## src/design/ssmd_pkg.sv

```systemverilog
// Shared types and constants for the signed add/sub/mul/div unit.
package ssmd_pkg;

    localparam int WORD_W   = 32;
    localparam int SIGN_BIT = WORD_W - 1;
    localparam int CNT_W    = $clog2(WORD_W);
    localparam int Q_DEPTH  = 2;
    localparam int Q_AW     = $clog2(Q_DEPTH);
    localparam int Q_CNT_W  = $clog2(Q_DEPTH + 1);

    typedef enum logic [1:0] {
        KIND_ADD = 2'd0,
        KIND_SUB = 2'd1,
        KIND_MUL = 2'd2,
        KIND_DIV = 2'd3
    } kind_t;

    typedef struct packed {
        logic [1:0]               kind;
        logic signed [WORD_W-1:0] operand_a;
        logic signed [WORD_W-1:0] operand_b;
    } req_t;

    typedef struct packed {
        logic signed [WORD_W-1:0] result;
        logic                     divide_by_zero;
    } rsp_t;

    // Classified command handed from the front end to the back end.
    typedef struct packed {
        logic [1:0]        kind;
        logic              fast;       // result already known, no iteration
        logic              dz;
        logic              neg;
        logic [WORD_W-1:0] fast_value;
        logic [WORD_W-1:0] mag_a;
        logic [WORD_W-1:0] mag_b;
    } cmd_t;

endpackage

```

## src/design/ssmd_front.sv

```systemverilog
// Front end: classifies a request, resolves add/sub and divide by zero, forms magnitudes.
module ssmd_front (
    input  ssmd_pkg::req_t req,
    output ssmd_pkg::cmd_t cmd
);
    import ssmd_pkg::*;

    logic [WORD_W-1:0] a;
    logic [WORD_W-1:0] b;

    assign a = WORD_W'(req.operand_a);
    assign b = WORD_W'(req.operand_b);

    always_comb
    begin
        cmd.kind       = req.kind;
        cmd.neg        = a[SIGN_BIT] ^ b[SIGN_BIT];
        cmd.mag_a      = a[SIGN_BIT] ? (WORD_W'(0) - a) : a;
        cmd.mag_b      = b[SIGN_BIT] ? (WORD_W'(0) - b) : b;
        cmd.fast       = 1'b0;
        cmd.dz         = 1'b0;
        cmd.fast_value = '0;
        unique case (req.kind)
            KIND_ADD:
            begin
                cmd.fast       = 1'b1;
                cmd.fast_value = a + b;
            end
            KIND_SUB:
            begin
                cmd.fast       = 1'b1;
                cmd.fast_value = a - b;
            end
            KIND_MUL:
            begin
                cmd.fast = 1'b0;
            end
            KIND_DIV:
            begin
                if (b == '0)
                begin
                    cmd.fast = 1'b1;
                    cmd.dz   = 1'b1;
                end
            end
            default:
            begin
                cmd.fast = 1'b0;
            end
        endcase
    end

endmodule

```

## src/design/ssmd_cmd_queue.sv

```systemverilog
// Short command queue between the front end and the back end.
module ssmd_cmd_queue (
    input  logic           clk,
    input  logic           rst_n,
    input  logic           wr_en,
    input  ssmd_pkg::cmd_t wr_data,
    output logic           q_full,
    input  logic           rd_en,
    output ssmd_pkg::cmd_t rd_data,
    output logic           q_empty
);
    import ssmd_pkg::*;

    cmd_t               entry_reg [Q_DEPTH];
    logic [Q_AW-1:0]    wptr_reg;
    logic [Q_AW-1:0]    wptr_next;
    logic [Q_AW-1:0]    rptr_reg;
    logic [Q_AW-1:0]    rptr_next;
    logic [Q_CNT_W-1:0] count_reg;
    logic [Q_CNT_W-1:0] count_next;
    logic               do_wr;
    logic               do_rd;

    assign q_full  = (count_reg == Q_CNT_W'(Q_DEPTH));
    assign q_empty = (count_reg == '0);
    assign do_wr   = wr_en && !q_full;
    assign do_rd   = rd_en && !q_empty;
    assign rd_data = entry_reg[rptr_reg];

    always_comb
    begin
        wptr_next  = wptr_reg;
        rptr_next  = rptr_reg;
        count_next = count_reg;
        if (do_wr)
        begin
            wptr_next = (wptr_reg == Q_AW'(Q_DEPTH - 1)) ? '0 : wptr_reg + 1'b1;
        end
        if (do_rd)
        begin
            rptr_next = (rptr_reg == Q_AW'(Q_DEPTH - 1)) ? '0 : rptr_reg + 1'b1;
        end
        if (do_wr && !do_rd)
        begin
            count_next = count_reg + 1'b1;
        end
        else if (do_rd && !do_wr)
        begin
            count_next = count_reg - 1'b1;
        end
    end

    always_ff @(posedge clk or negedge rst_n)
    begin
        if (!rst_n)
        begin
            wptr_reg  <= '0;
            rptr_reg  <= '0;
            count_reg <= '0;
        end
        else
        begin
            wptr_reg  <= wptr_next;
            rptr_reg  <= rptr_next;
            count_reg <= count_next;
        end
    end

    always_ff @(posedge clk)
    begin
        if (do_wr)
        begin
            entry_reg[wptr_reg] <= wr_data;
        end
    end

endmodule

```

## src/design/ssmd_back.sv

```systemverilog
// Back end: iterative shift-add multiply, restoring divide, sign fix-up and result register.
module ssmd_back (
    input  logic           clk,
    input  logic           rst_n,
    input  ssmd_pkg::cmd_t cmd,
    input  logic           cmd_empty,
    output logic           cmd_pop,
    output ssmd_pkg::rsp_t rsp,
    output logic           empty,
    input  logic           pop
);
    import ssmd_pkg::*;

    typedef enum logic [4:0] {
        S_IDLE = 5'b00001,
        S_MUL  = 5'b00010,
        S_DIV  = 5'b00100,
        S_FIX  = 5'b01000,
        S_OUT  = 5'b10000
    } state_t;

    state_t            state_reg;
    state_t            state_next;
    logic [CNT_W-1:0]  cnt_reg;
    logic [CNT_W-1:0]  cnt_next;
    logic              out_valid_reg;
    logic              out_valid_next;
    logic [WORD_W-1:0] acc_reg;
    logic [WORD_W-1:0] acc_next;
    logic [WORD_W-1:0] x_reg;
    logic [WORD_W-1:0] x_next;
    logic [WORD_W-1:0] y_reg;
    logic [WORD_W-1:0] y_next;
    logic              neg_reg;
    logic              neg_next;
    logic              is_mul_reg;
    logic              is_mul_next;
    logic [WORD_W-1:0] res_reg;
    logic [WORD_W-1:0] res_next;
    logic              dz_reg;
    logic              dz_next;
    rsp_t              out_reg;
    rsp_t              out_next;

    logic [WORD_W-1:0] mul_sum;
    logic [WORD_W:0]   rem_shift;
    logic [WORD_W:0]   rem_diff;
    logic              fits;
    logic [WORD_W-1:0] fix_src;
    logic              out_load;
    logic              out_take;

    assign mul_sum   = acc_reg + (y_reg[0] ? x_reg : '0);
    assign rem_shift = {acc_reg, x_reg[SIGN_BIT]};
    assign rem_diff  = rem_shift - {1'b0, y_reg};
    assign fits      = !rem_diff[WORD_W];
    assign fix_src   = is_mul_reg ? acc_reg : x_reg;

    assign out_take  = pop && out_valid_reg;
    assign out_load  = (state_reg == S_OUT) && (!out_valid_reg || out_take);
    assign cmd_pop   = (state_reg == S_IDLE) && !cmd_empty;
    assign empty     = !out_valid_reg;
    assign rsp       = out_reg;

    always_comb
    begin
        state_next     = state_reg;
        cnt_next       = cnt_reg;
        acc_next       = acc_reg;
        x_next         = x_reg;
        y_next         = y_reg;
        neg_next       = neg_reg;
        is_mul_next    = is_mul_reg;
        res_next       = res_reg;
        dz_next        = dz_reg;
        out_next       = out_reg;
        out_valid_next = out_valid_reg;

        if (out_take)
        begin
            out_valid_next = 1'b0;
        end

        unique case (state_reg)
            S_IDLE:
            begin
                if (!cmd_empty)
                begin
                    neg_next    = cmd.neg;
                    is_mul_next = (cmd.kind == KIND_MUL);
                    dz_next     = cmd.dz;
                    res_next    = cmd.fast_value;
                    acc_next    = '0;
                    x_next      = cmd.mag_a;
                    y_next      = cmd.mag_b;
                    cnt_next    = '0;
                    if (cmd.fast)
                    begin
                        state_next = S_OUT;
                    end
                    else if (cmd.kind == KIND_MUL)
                    begin
                        state_next = S_MUL;
                    end
                    else
                    begin
                        state_next = S_DIV;
                    end
                end
            end
            S_MUL:
            begin
                acc_next = mul_sum;
                x_next   = {x_reg[WORD_W-2:0], 1'b0};
                y_next   = {1'b0, y_reg[WORD_W-1:1]};
                cnt_next = cnt_reg + 1'b1;
                if (cnt_reg == CNT_W'(WORD_W - 1))
                begin
                    state_next = S_FIX;
                end
            end
            S_DIV:
            begin
                // acc holds the partial remainder, x shifts dividend bits out and quotient bits in
                acc_next = fits ? rem_diff[WORD_W-1:0] : rem_shift[WORD_W-1:0];
                x_next   = {x_reg[WORD_W-2:0], fits};
                cnt_next = cnt_reg + 1'b1;
                if (cnt_reg == CNT_W'(WORD_W - 1))
                begin
                    state_next = S_FIX;
                end
            end
            S_FIX:
            begin
                res_next   = neg_reg ? (WORD_W'(0) - fix_src) : fix_src;
                state_next = S_OUT;
            end
            S_OUT:
            begin
                if (out_load)
                begin
                    out_next.result         = res_reg;
                    out_next.divide_by_zero = dz_reg;
                    out_valid_next          = 1'b1;
                    state_next              = S_IDLE;
                end
            end
            default:
            begin
                state_next = S_IDLE;
            end
        endcase
    end

    always_ff @(posedge clk or negedge rst_n)
    begin
        if (!rst_n)
        begin
            state_reg     <= S_IDLE;
            cnt_reg       <= '0;
            out_valid_reg <= 1'b0;
        end
        else
        begin
            state_reg     <= state_next;
            cnt_reg       <= cnt_next;
            out_valid_reg <= out_valid_next;
        end
    end

    always_ff @(posedge clk)
    begin
        acc_reg    <= acc_next;
        x_reg      <= x_next;
        y_reg      <= y_next;
        neg_reg    <= neg_next;
        is_mul_reg <= is_mul_next;
        res_reg    <= res_next;
        dz_reg     <= dz_next;
        out_reg    <= out_next;
    end

endmodule

```

## src/design/signed_add_sub_mul_div_unit_top.sv

```systemverilog
// Top level of the signed add/sub/mul/div unit: front end, command queue, back end.
// Requests enter through push/full; results leave in order through empty/pop, one per request.
// Add, subtract and divide by zero go from the queue straight to the output state, with no iteration;
// multiply and divide run one operand bit per cycle sharing the acc, x and y shift registers,
// passing from the load through the iterations, sign fix-up and output to the result register.
// The two-entry command queue lets new requests be taken while the back end is iterating.
// Divide truncates toward zero; a zero divisor gives result 0 with divide_by_zero set;
// all results wrap modulo 2^32.
module signed_add_sub_mul_div_unit_top (
    input  logic           clk,
    input  logic           rst_n,
    input  logic           push,
    output logic           full,
    input  ssmd_pkg::req_t request,
    output logic           empty,
    input  logic           pop,
    output ssmd_pkg::rsp_t response
);
    import ssmd_pkg::*;

    cmd_t front_cmd;
    cmd_t queue_cmd;
    logic queue_empty;
    logic queue_pop;

    ssmd_front u_front (
        .req (request),
        .cmd (front_cmd)
    );

    ssmd_cmd_queue u_queue (
        .clk     (clk),
        .rst_n   (rst_n),
        .wr_en   (push),
        .wr_data (front_cmd),
        .q_full  (full),
        .rd_en   (queue_pop),
        .rd_data (queue_cmd),
        .q_empty (queue_empty)
    );

    ssmd_back u_back (
        .clk       (clk),
        .rst_n     (rst_n),
        .cmd       (queue_cmd),
        .cmd_empty (queue_empty),
        .cmd_pop   (queue_pop),
        .rsp       (response),
        .empty     (empty),
        .pop       (pop)
    );

endmodule
```

## config.mk

```make
export PLATFORM = sky130hd
export DESIGN_NAME = signed_add_sub_mul_div_unit_top
export DESIGN_NICKNAME = d
export VERILOG_FILES = /design/src/design/ssmd_pkg.sv /design/src/design/ssmd_front.sv /design/src/design/ssmd_cmd_queue.sv /design/src/design/ssmd_back.sv /design/src/design/signed_add_sub_mul_div_unit_top.sv
export SDC_FILE = /design/constraint.sdc
export NUM_CORES = 1
export LEC_CHECK = 0
export ABC_CLOCK_PERIOD_IN_PS = 7500
export BUFFER_PORTS_ARGS = -buffer_cell sky130_fd_sc_hd__buf_4
export CORE_ASPECT_RATIO = 0.75
export CORE_MARGIN = 2
export CORE_UTILIZATION = 43
export CTS_CLUSTER_DIAMETER = 60
export DETAILED_ROUTE_END_ITERATION = 8
export GPL_ROUTABILITY_DRIVEN = 1
export GPL_TIMING_DRIVEN = 0
export PLACE_DENSITY = 0.59
export RECOVER_POWER = 25
export SKIP_LAST_GASP = 1
export SLEW_MARGIN = 40
export SYNTH_ARGS = -nofsm -noshare
export SYNTH_HDL_FRONTEND = slang
export SYNTH_SLANG_ARGS = --single-unit
```

## constraint.sdc

```tcl
create_clock -name clk -period 7.5 [get_ports clk]
set_clock_uncertainty 0.15 [all_clocks]
set_input_delay 0.375 -clock clk [delete_from_list [all_inputs] [get_ports clk]]
set_output_delay 0.375 -clock clk [all_outputs]
set_load 0.05 [all_outputs]
```

# Word-level counts from Yosys, hierarchy flattened
# Memory sizes are Yosys's and may differ from the RTL's.
# Index checks and enable logic that the tools add are counted.
word_totals:
  register_bits: 179
  latch_bits: 0
  mem_bits_rw: 202
  rom_bits: 0
  inputBits: 70
  output_inout_bits: 35
  word_cells: 110
  memories: 1
mem_list:
  columns: ["name", "depth", "width", "read_ports", "rd_clocked_by_memory_dff", "wr", "line", "source"]
  rows:
  - ["u_queue.entry_reg", 2, 101, 1, 0, 1, "ssmd_cmd_queue.sv:14", "cmd_t entry_reg [Q_DEPTH];"]
classes:
  n_addsub: 12
  n_mul: 0
  div_mod_pow: 0
  order_cmp: 0
  n_eq_ne: 14
  shifts: 0
  mux: 35
  n_bitwise: 2
  n_reduce_logical: 31
op_table:
  columns: ["cell", "count"]
  rows:
  - ["$mux 32", 10]
  - ["$pmux 32 s2", 3]
  - ["$pmux 32 s3", 2]
  - ["$sub 1x32->32 const A", 3]
  - ["$add 32x32->32", 2]
  - ["$sub 33x32->33", 1]
  - ["$logic_not 32->1", 1]
  - ["$sub 32x32->32", 1]
  - ["$mux 5", 5]
  - ["$pmux 5 s4", 1]
  - ["$reduce_and 2->1", 6]
  - ["$eq 5x5->1 const B", 2]
  - ["$pmux 5 s2", 1]
  - ["$eq 2x2->1 const B", 4]
  - ["$mux 1", 8]
  - ["$reduce_bool 2->1", 4]
  - ["$logic_and 1x1->1", 7]
  - ["$logic_not 1->1", 6]
  - ["$mux 2", 3]
  - ["$add 5x1->5 const B", 1]
  - ["$eq 5x1->1 const B", 1]
  - ["$eq 5x2->1 const B", 1]
  - ["$eq 5x3->1 const B", 1]
  - ["$eq 5x4->1 const B", 1]
  - ["other kinds (15)", 19]

# Depth between registers and ports, before layout
# Gate-level depths: netlist of the first run.
logic_depth:
  word_depth: 7
  ltp_mapped: 22

# Cells and area by module
# From an unflattened synthesis of the first run, not the netlist that was laid out.
hier_totals:
  hier_cells: 2050
  area_unflattened_um2: 23274.8
modules_own_cells:
  columns: ["module", "n_inst", "cells_each", "area_per_inst_um2", "seq_area_each_um2"]
  rows:
  - ["ssmd_back", 1, 1153, 11736.3, 5201.2]
  - ["ssmd_cmd_queue", 1, 333, 7807.5, 6165.9]
  - ["ssmd_front", 1, 564, 3731.1, 0.0]

# Worst setup path before layout of the first run
# OpenSTA, ideal clock, no wires.
synth_timing:
  path_kind: "flip-flop to flip-flop"
  start: "reg u_queue.count_reg[0]"
  end: "mem u_queue.entry_reg[0][0] (netlist bit), enable pin"
  setup_time_ps: 562
  t_arrival_ps: 4848
  required_ps: 6788
  slack_ps: 1940
  stages_incl_launch_ff: 4
  n_path_buf: 0
  path_cell_list: "dfrtp_1 > nand2b_1 > nand2_1 > nor2_1"
synth_via:
  elab_chain_cells: 5
synth_rtl:
  columns: ["element", "line", "source"]
  rows:
  - ["start: declaration", "ssmd_cmd_queue.sv:19", "logic [Q_CNT_W-1:0] count_reg;"]
  - ["start signal: assignment", "ssmd_cmd_queue.sv:65", "count_reg <= count_next;"]
  - ["$eq 2x2->1", "ssmd_cmd_queue.sv:24", "assign q_full = (count_reg == Q_CNT_W'(Q_DEPTH));"]
  - ["$logic_not 1->1", "ssmd_cmd_queue.sv:26", "assign do_wr = wr_en && !q_full;"]
  - ["$logic_and 1x1->1", "ssmd_cmd_queue.sv:26", null]
  - ["$mux 1", "ssmd_cmd_queue.sv:71", "if (do_wr)"]
  - ["$mux 1 (not written as such)", "ssmd_cmd_queue.sv:73", "entry_reg[wptr_reg] <= wr_data;"]
  - ["end: declaration", "ssmd_cmd_queue.sv:14", null]
# No other way between the ends.

==> flow_summary.toml, run 1 <==
[global_route]
grt_first_pass_wirelength_um = 98600
globalRouteMet1Util_pct = 38.8
first_global_vias = 16000
grt_overflow_total = 0
maximum_number_of_pins_on_one_net_before_global_route_repair = 38
met2_usage_pct = 35.2
grt_util_met3_pct = 3.81
grt-busiest-layer = "met1"
global_route_usage_over_all_layers_pct = 24.8
grt_antenna_before_repair = 2

[timing]
final-hold-violation-count = 0
worst_slew_margin_rel_pct = -52.1
layout_worst_path_cycle_share_pct = 81.2
final_period_minus_worst_setup_slack_ps = 6090
fmax_mhz = 164
finalSetupViolCount = 0
setup_ws_ps = 1410
final-max-slew-violation-count = 67
rsz0062_at_grt = "false"
worst-slew-pin-transition_ps = 2280

[detailed_routing]
final_wl_um = 66900
drc_errors = 0
detail_route.first_pass.iterations = 5
detailroute.via_count = 16900
antenna_violating_nets_post_route = 0
drt-vias-per-instance = 5.71
drtIter0Drc = 1631
routedWlPerCell_um = 22.6

[layout]
largest_reg_flops = 202
regArea_mm2 = 0.0114
finish.net_count = 2402
finalNonFillerCells = 2964
layout.cells.most_common = "edfxtp_1"
post_route_cells_drive_above_1_share_pct = 8.06
fillerInstances = 4764
areaGrowthSynthToFinish_pct = 13.8
multi_input_area_mm2 = 0.0104
mostFrequentLayoutCells = "edfxtp_1 (366), nand2_1 (195), o21ai_0 (148)"
final_core_util_pct = 49.4

[synthesis]
summed_instance_area_of_the_synthesized_netlist_mm2 = 0.0223
ys_seq_elements = 381
synthDistinctLibCells = 78
async_flop_share_pct = 3.94
synth_largest_type_area_fraction_pct = 49.2
dominantRegCellSynth = "edfxtp_1"
synth_warnings = 0
synth.net_count = 2239
synth_largest_area_cell = "edfxtp_1"
synth_seq_area_share_pct = 50.9
synthesis.instances = 2064
synth_top_cells_by_area = "edfxtp_1 (49%), ha_1 (5.7%), mux2i_1 (5.6%)"
synth_area_per_cell_um2 = 10.8
number_of_synthesized_flops_with_an_enable_pin = 366

[clock_tree]
tritoncts.num_buffers = 41
post_cts_resize_count = 0
htreeDepth = 2
worst_skew_pair.late_latency_ps = 570
tritoncts = "done"
maximum_count_of_clock_buffers_along_a_single_path = 3
cts.reportedPaths.clkPinSlew_ps = 60
clock-root-buffer = "clkbuf_16"
clock_sink_count = 381

[placement]
numPortBuffers = 100
place_congestion = 0.916
dpl_worst_slack_ps = 1580
hpwlAfterDp_um = 53000
place.detailed.instances = 2879

[pwr]
vdd.ir_drop.worst_uv = 189
pwr_density_cell_mw_per_mm2 = 476
totalPowerFinal_mw = 12.1
p_leak_nw = 9.75

[setup_path]
critical_path_arrival_ps = 6220
wp_data_required_ps = 7630
critical_path.startpoint_type = "input pin"
slowest_library_cell_on_the_worst_path = "or4_1"
worst-setup-path-type = "input pin to flop"
critPathMaxFanout = 6
setup.worst_path.end_class = "flop"
worstPathCellList = "dlygate4sd3_1 > clkbuf_1 > inv_1 > ha_1 > nand2_1 > or3_1 > nor3_1 > nand2_1 > or4_1 > o31ai_1 > xor2_1 > ha_1 > a21o_1 > a21o_1 > a21o_1 > a21o_1 > a21oi_1 > o21ai_0 > a21o_1 > a21oi_1 > xor2_1 > nor2_1"
cp_common_cell = "a21o_1"
critical_path.max_stage_delay_ps = 620

[die]
die-width_um = 267
die_area_mm2 = 0.0538
num_rows = 72
initial_core_util_pct = 43.4
num_io_pins = 105
floorplan.core_area_mm2 = 0.0514
die_height_um = 201

[run_status]
violations = "capacitance limit, slew limit"
status = "finished, violations left"

[job]
cap_violations = 2

[min_path]
worstHoldPathType = "input pin to flop"
-- worst paths after layout --
| check | depth (start not counted) | endpoint | startpoint | slack, ps |
|---|---|---|---|---|
| max | 22 | u_queue.entry_reg[1][93] | request[0] | 1410 |
| min | 3 | u_queue.wptr_reg | push | 2 |
| max reg2reg | 15 | u_back.res_reg[30] | u_back.is_mul_reg | 2220 |
| min reg2reg | 0 | u_back.rsp[12] | u_back.res_reg[11] | 260 |
| max in group asynchronous | 2 | u_queue.wptr_reg | rst_n | 6370 |
| min in group asynchronous | 2 | u_back.state_reg[4] | rst_n | 300 |
-- synth_stat cells (9+ instances only) --
cell	n
a21o_1	53
o21bai_1	11
o21ai_0	149
nor3b_1	9
inv_1	76
xor2_1	70
mux2_2	16
a31oi_1	12
and2_1	38
nand3_1	28
nor2b_1	16
o31ai_1	29
ha_1	102
nand2_1	197
o22ai_1	26
dfrtp_1	14
clkbuf_1	64
nor3_1	43
nor2_1	141
buf_2	10
a211oi_1	16
or3_1	20
nand2b_1	27
mux2i_1	126
a21oi_1	138
and3_1	11
o21a_1	13
xnor2_1	122
edfxtp_1	366
or4_1	9
-- cell families (layout without fill, tap and decap cells) --
kind of cell    count (synthesis)  after routing  share of synthesized area (%)
compound gates                508            508                           14.0
other cells                     0              2                              0
simple gates                  580            580                           12.5
fa+ha+maj                     105            105                           5.98
buf+inv                       156            351                           2.68
xor+xnor                      192            192                           7.53
mux                           142            142                           6.45
flops                         381            381                           50.9
-- metal layers --
| layer | part of all wire (%) | vias to the layer above |
|---|---|---|
| li1 | - | 7944 |
| met1 | 48 | 8263 |
| met2 | 41 | 629 |
| met3 | 7.9 | 78 |
| met4 | 2.4 | 0 |
| met5 | 0 | - |
-- report_power, final --
| group | switching [mW] | internal, mW | total (mW) | leakage (nW) |
|---|---|---|---|---|
| Sequential | 0.492 | 3.41 | 3.90 | 3.64 |
| Combinational | 3.92 | 2.26 | 6.18 | 5.47 |
| Clock | 0.854 | 1.15 | 2.01 | 0.635 |
-- through the flow --
stage                     hold slack [ps]  instance area, um^2  TNS, ps
after floorplan                     -70.6                22300        0
after global placement               88.5                24000   -62340
after detailed placement             93.3                24300        0
after CTS                            5.03                25700        0
after global routing                -7.42                25400        0
final                                1.51                25400        0
-- cell type report --
class / instances / share of cell area [%]
repair buffers: 120 / 3.41
multi-input cells: 1527 / 40.9
flip-flops and latches: 381 / 44.7
clock buffers: 49 / 4.15
well taps: 703 / 3.46
inverters: 76 / 1.13
clock inverters: 26 / 1.01
diodes: 2 / 0.0197
plain buffers: 80 / 1.24
-- timing repair --
item,CTS,global route
setup buffers,0,0
hold buffers,8,0
endpoints found under the hold margin,28,0
setup endpoints to repair,0,0
-- critical path, delay by kind of cell --
kind	cells	cell delay [ps]
adders and majority gates	2	570
xor gates and xnor gates	2	520
AOI/OAI and AO/OA	9	1730
and+or+nand+nor	6	2210
buffers and inverters	3	830
(Power assumes the default switching activity.)
==> run 2: changes to the inputs <==
--- a/config.mk
+++ b/config.mk
@@ -5,7 +5,7 @@
 export SDC_FILE = /design/constraint.sdc
 export NUM_CORES = 1
 export LEC_CHECK = 0
-export ABC_CLOCK_PERIOD_IN_PS = 7500
+export ABC_CLOCK_PERIOD_IN_PS = 5100
 export BUFFER_PORTS_ARGS = -buffer_cell sky130_fd_sc_hd__buf_4
 export CORE_ASPECT_RATIO = 0.75
 export CORE_MARGIN = 2
@@ -14,7 +14,7 @@
 export DETAILED_ROUTE_END_ITERATION = 8
 export GPL_ROUTABILITY_DRIVEN = 1
 export GPL_TIMING_DRIVEN = 0
-export PLACE_DENSITY = 0.59
+export PLACE_DENSITY = 0.61
 export RECOVER_POWER = 25
 export SKIP_LAST_GASP = 1
 export SLEW_MARGIN = 40
==> constraint.sdc (replaced) <==
create_clock -name clk -period 5.1 [get_ports clk]
set_clock_uncertainty 0.15 [all_clocks]
set_input_delay 0.255 -clock clk [delete_from_list [all_inputs] [get_ports clk]]
set_output_delay 0.255 -clock clk [all_outputs]
set_load 0.05 [all_outputs]
==> flow_summary.toml, run 2 (synthesis gave the netlist of run 1 again) <==
[global_route]
grt_antenna_before_repair = 4
grt_util_met3_pct = 4.53
globalRouteMet1Util_pct = 38.8
met2_usage_pct = 35.9
grt-busiest-layer = "met1"
first_global_vias = 16400
maximum_number_of_pins_on_one_net_before_global_route_repair = 40
grt_overflow_total = 0
grt_first_pass_wirelength_um = 100000
global_route_usage_over_all_layers_pct = 24.8

[clock_tree]
worst_skew_pair.late_latency_ps = 550
htreeDepth = 2
postCtsSetupRepairBufs = 0
tritoncts = "done"
maximum_count_of_clock_buffers_along_a_single_path = 3
tritoncts.num_buffers = 41
clock-root-buffer = "clkbuf_16"
cts.reportedPaths.clkPinSlew_ps = 60
clock_sink_count = 381

[die]
die-width_um = 267
initial_core_util_pct = 43.4
floorplan.core_area_mm2 = 0.0514
die_height_um = 201
die_area_mm2 = 0.0538
num_io_pins = 105
num_rows = 72

[layout]
layout.cells.most_common = "edfxtp_1"
post_route_cells_drive_above_1_share_pct = 8.35
finish.net_count = 2445
mostFrequentLayoutCells = "edfxtp_1 (366), nand2_1 (195), o21ai_0 (147)"
fillerInstances = 4719
largest_reg_flops = 202
areaGrowthSynthToFinish_pct = 16.3
regArea_mm2 = 0.0114
final_non_filler_cell_area_mm2 = 0.0260
multi_input_area_mm2 = 0.0105

[setup_path]
critical_path.startpoint_type = "input pin"
wp_data_required_ps = 5310
worst-setup-path-type = "input pin to flop"
setup.worst_path.end_class = "flop"
critical_path_arrival_ps = 5110
critPathMaxFanout = 6

[pwr]
p_comb_share_pct = 50.8
sw_frac_of_total_pct = 43.2
vdd.ir_drop.worst_uv = 322
sequentialPowerShare_pct = 32.0
power.clock.fraction_pct = 17.2
pwr_density_cell_mw_per_mm2 = 692
p_leak_nw = 10.0
totalPowerFinal_mw = 18.0
intPower_mw = 10.2
power_switching_mw = 7.77

[timing]
final-max-slew-violation-count = 70
fmax_mhz = 204
finalSetupViolCount = 0
setup_ws_ps = 193
layout_worst_path_cycle_share_pct = 96.2
worst_slew_margin_rel_pct = -50.8
worst-slew-pin-transition_ps = 2260
final-hold-violation-count = 0
rsz0062_at_grt = "false"
final_period_minus_worst_setup_slack_ps = 4910

[detailed_routing]
final_wl_um = 67500
drc_errors = 0
drt-vias-per-instance = 5.72
drtIter0Drc = 1688
detail_route.first_pass.iterations = 6
routedWlPerCell_um = 22.5
antenna_violating_nets_post_route = 0
detailroute.via_count = 17200

[min_path]
worstHoldPathType = "input pin to flop"

[run_status]
violations = "capacitance limit, slew limit"
status = "finished, violations left"

[job]
cap_violations = 2

[placement]
dpl-instance-area_mm2 = 0.0242
dpl_worst_slack_ps = -689
hpwlAfterDp_um = 52600
place_congestion = 0.916
numPortBuffers = 100
-- run 2: repair_timing --
item                                   in CTS  in global routing
hold buffers                               52                  0
endpoints found under the hold margin     115                  0
setup endpoints to repair                   7                 10
pin swaps                                   0                  1
gates resized for setup                     2                 10
gates cloned                                0                  0
-- run 2: layout make-up --
type	count	share of cell area [%]
Timing Repair Buffer	165	5.06
Buffer	78	1.19
Sequential cell	381	43.8
Multi-Input combinational cell	1527	40.2
Antenna cell	1	0.00963
Clock inverter	23	1.19
Tap cell	703	3.39
Clock buffer	49	4.07
Inverter	76	1.11
-- run 2: path summary, 6_finish.rpt --
check | from | endpoint | slack [ps] | cells after the start
max | request[16] | u_queue.entry_reg[1][94] | 190 | 18
min | request[63] | u_queue.entry_reg[0][34] | 30 | 3
max reg2reg | u_back.is_mul_reg | u_back.res_reg[30] | 400 | 14
min reg2reg | u_back.res_reg[6] | u_back.rsp[7] | 260 | 0
max in group asynchronous | rst_n | u_back.cnt_reg[0] | 3490 | 3
min in group asynchronous | rst_n | u_back.state_reg[0] | 120 | 2
-- run 2: worst max-delay path: stages --
cell and delay [ps]:
dlygate4sd3_1 530, buf_4 160, or4_1 620, or4_4 540, or4_4 470, nand2_1 130
xor2_2 270, ha_1 340, a21o_1 210, a21o_1 180, a21o_1 190, a21oi_1 150
nor2b_1 60, o21ai_0 160, nand2b_1 80, a221o_1 390, xnor2_2 160, nor2_2 210
-- run 2: power by group through the flow --
stage	Clock (mW)	Sequential, mW	Combinational [mW]
detailed placement	0	5.80	8.99
global placement	0	5.87	8.70
finish	3.09	5.75	9.13
floorplan	0	5.62	6.34
global route	3.26	5.86	10.0
CTS	3.14	5.73	9.07
-- run 2: stage by stage --
stage	std cells	utilization (%)	TNS, ps	hold WS (ps)
after detailed placement	2879	47.1	-7490	-17.5
after global routing	3002	50.5	0	8.18
after global placement	2867	46.6	-45120	-25.7
after floorplan	2064	-	0	-191
final	3003	50.5	0	27.3
after CTS	3002	50.8	0	0.847
-- run 2: per-layer routing --
layer / up-vias / wire length, um
li1: 8030 / -
met1: 8444 / 32000
met2: 635 / 28400
met3: 65 / 5950
met4: 0 / 1120
met5: - / 0
==> run 3: changes to the inputs <==
--- a/config.mk
+++ b/config.mk
@@ -15,9 +15,9 @@
 export GPL_ROUTABILITY_DRIVEN = 1
 export GPL_TIMING_DRIVEN = 0
 export PLACE_DENSITY = 0.61
-export RECOVER_POWER = 25
 export SKIP_LAST_GASP = 1
 export SLEW_MARGIN = 40
 export SYNTH_ARGS = -nofsm -noshare
 export SYNTH_HDL_FRONTEND = slang
+export SYNTH_HIERARCHICAL = 1
 export SYNTH_SLANG_ARGS = --single-unit
==> flow_summary.toml, run 3 <==
[synthesis]
summed_instance_area_of_the_synthesized_netlist_mm2 = 0.0233
dominantRegCellSynth = "edfxtp_1"
yosysMostFrequentCell = "edfxtp_1"
synth_largest_area_cell = "edfxtp_1"
synth_commonest_cells = "edfxtp_1 (366), nand2_1 (199), o21ai_0 (164), xnor2_1 (130), ha_1 (102)"
synth_area_per_cell_um2 = 11.4
async_flop_share_pct = 3.94
synth_warnings = 6
synthDistinctLibCells = 81
synth.net_count = 2225
synth_top_cells_by_area = "edfxtp_1 (47%), ha_1 (5.5%), mux2_4 (5.2%)"
ys_seq_elements = 381
synthesis.instances = 2050
synth_largest_type_area_fraction_pct = 47.2
synth_seq_area_share_pct = 48.8
number_of_synthesized_flops_with_an_enable_pin = 366

[detailed_routing]
detail_route.first_pass.iterations = 6
drtIter0Drc = 2080
antenna_violating_nets_post_route = 0
detailroute.via_count = 17200
drt-vias-per-instance = 5.73
drc_errors = 0
final_wl_um = 71600
routedWlPerCell_um = 23.8

[timing]
setup_ws_ps = 301
layout_worst_path_cycle_share_pct = 94.1
final-hold-violation-count = 0
final_period_minus_worst_setup_slack_ps = 4800
final-max-slew-violation-count = 0
fmax_mhz = 208
worst-slew-pin-transition_ps = 861
setup_total_negative_slack_ps = 0
whs_ps = 48.6
finalSetupViolCount = 0
worst_slew_margin_rel_pct = 42.1

[layout]
fillerInstances = 4704
layout.cells.most_common = "edfxtp_1"
insertedDiodeCount = 0
largest_reg_flops = 202
post_route_cells_drive_above_1_share_pct = 17.6
final_non_filler_cell_area_mm2 = 0.0273
finish.net_count = 2442
areaGrowthSynthToFinish_pct = 17.2
mostFrequentLayoutCells = "edfxtp_1 (366), nand2_1 (199), o21ai_0 (161)"

[pwr]
pwr_density_cell_mw_per_mm2 = 691
vdd.ir_drop.worst_uv = 315
p_leak_nw = 10.7

[setup_path]
critical_path_arrival_ps = 4920
wp_data_required_ps = 5220
setup.worst_path.end_class = "flop"
critical_path.max_stage_delay_ps = 530
critical_path.startpoint_type = "input pin"
worst-setup-path-type = "input pin to flop"
slowest_library_cell_on_the_worst_path = "dlygate4sd3_1"
worstPathCellList = "dlygate4sd3_1 > buf_4 > inv_1 > ha_1 > or3b_2 > nor2_1 > nand2_1 > or3_1 > clkbuf_1 > o31ai_1 > xor2_1 > ha_1 > o21ai_0 > nand2b_1 > and3_1 > a221o_1 > a41oi_1 > xor2_1 > nor2_1"
critPathMaxFanout = 7

[die]
num_io_pins = 105
die-width_um = 273
floorplan.core_area_mm2 = 0.0532
die_height_um = 205
num_rows = 73
initial_core_util_pct = 43.7
die_area_mm2 = 0.0560

[placement]
dpl_worst_slack_ps = -33.1
place_congestion = 0.995
numPortBuffers = 99
dpl-instance-area_mm2 = 0.0252
hpwlAfterDp_um = 56000

[clock_tree]
worst_skew_pair.late_latency_ps = 570
maximum_count_of_clock_buffers_along_a_single_path = 3
tritoncts.num_buffers = 42
clock_sink_count = 381
cts.reportedPaths.clkPinSlew_ps = 60
tritoncts = "done"
htreeDepth = 2
clock-root-buffer = "clkbuf_16"

[global_route]
global_route_usage_over_all_layers_pct = 25.4
grt_overflow_total = 0
grt_first_pass_wirelength_um = 105000
first_global_vias = 16400
maximum_number_of_pins_on_one_net_before_global_route_repair = 45
grt_antenna_before_repair = 2

[min_path]
worstHoldPathType = "input pin to flop"

[job]
cap_violations = 0

[run_status]
status = "complete, no violations"
==> run 3: path summary, 6_finish.rpt <==
kind                              startpoint                       end  slack [ps]  depth (start not counted)
max                               request[0]  u_queue/entry_reg[0][94]         300                         19
min                              request[11]  u_queue/entry_reg[1][11]          50                          2
max reg2reg                  u_back/y_reg[0]        u_back/acc_reg[30]         630                         14
min reg2reg                u_back/res_reg[6]             u_back/rsp[7]         260                          0
max in group asynchronous              rst_n         u_back/cnt_reg[3]        4340                          3
min in group asynchronous              rst_n       u_back/state_reg[0]          60                          2
==> run 3: cells by family (layout without fill, tap and decap cells) <==
logic type | Yosys count | after routing | synth area share (%)
flip-flops | 381 | 381 | 48.8
AND/OR/NAND/NOR | 537 | 537 | 11.3
multiplexers | 195 | 195 | 10.5
XOR/XNOR | 206 | 206 | 7.83
buffers and inverters | 152 | 400 | 2.97
AO/OA/AOI/OAI | 474 | 474 | 12.7
adder cells (fa/ha/maj) | 105 | 105 | 5.74
==> run 3: worst max-delay path: cells and delay by family <==
kind / cells / cell delay [ps]
AOI/OAI and AO/OA: 4 / 1010
xor gates and xnor gates: 2 / 520
adders and majority gates: 2 / 490
buffers and inverters: 4 / 960
and+or+nand+nor: 7 / 1670
==> run 3: metrics by stage <==
stage          util [%]  power (mW)  cells
6_report           51.2        18.9   3010
5_1_grt            51.2        19.9   3010
4_1_cts            51.2        18.8   3010
3_5_place_dp       47.4        15.5   2875
3_3_place_gp       46.8        15.3   2861
2_1_floorplan         -        12.3   2050
==> run 3: area by class of cell <==
class	instances	area (um^2)	area share [%]
clock buffer	46	1090	3.99
buffer	89	455	1.67
clock inverter	29	327	1.20
multi-input combinational	1517	11300	41.4
inverter	62	235	0.862
sequential	381	11400	41.7
tap	712	891	3.27
timing repair buffer	174	1620	5.93
==> run 3: repair_timing <==
item | in CTS | in global routing
buffers inserted | 0 | 1
hold buffers | 60 | 0
pin swaps | 0 | 2
resized for setup | 1 | 8
cloned | 0 | 0
setup endpoints to repair | 1 | 14
endpoints found under the hold margin | 132 | 0
==> run 3: per-layer routing <==
metal	global-route usage [%]	vias up	part of all wire, %	wire, um
li1	-	8023	-	-
met1	38.8	8428	48	34300
met2	36.3	695	41	29400
met3	4.57	90	8.3	5960
met4	7.85	2	2.6	1890
met5	0	-	0.015	11
==> run 3: power by group <==
part | internal (mW) | leakage [nW] | total [mW] | switching (mW)
sequential | 4.99 | 3.65 | 5.83 | 0.834
combinational | 3.89 | 6.31 | 9.89 | 6.00
clock | 1.85 | 0.696 | 3.14 | 1.29
total | 10.7 | 10.7 | 18.9 | 8.12
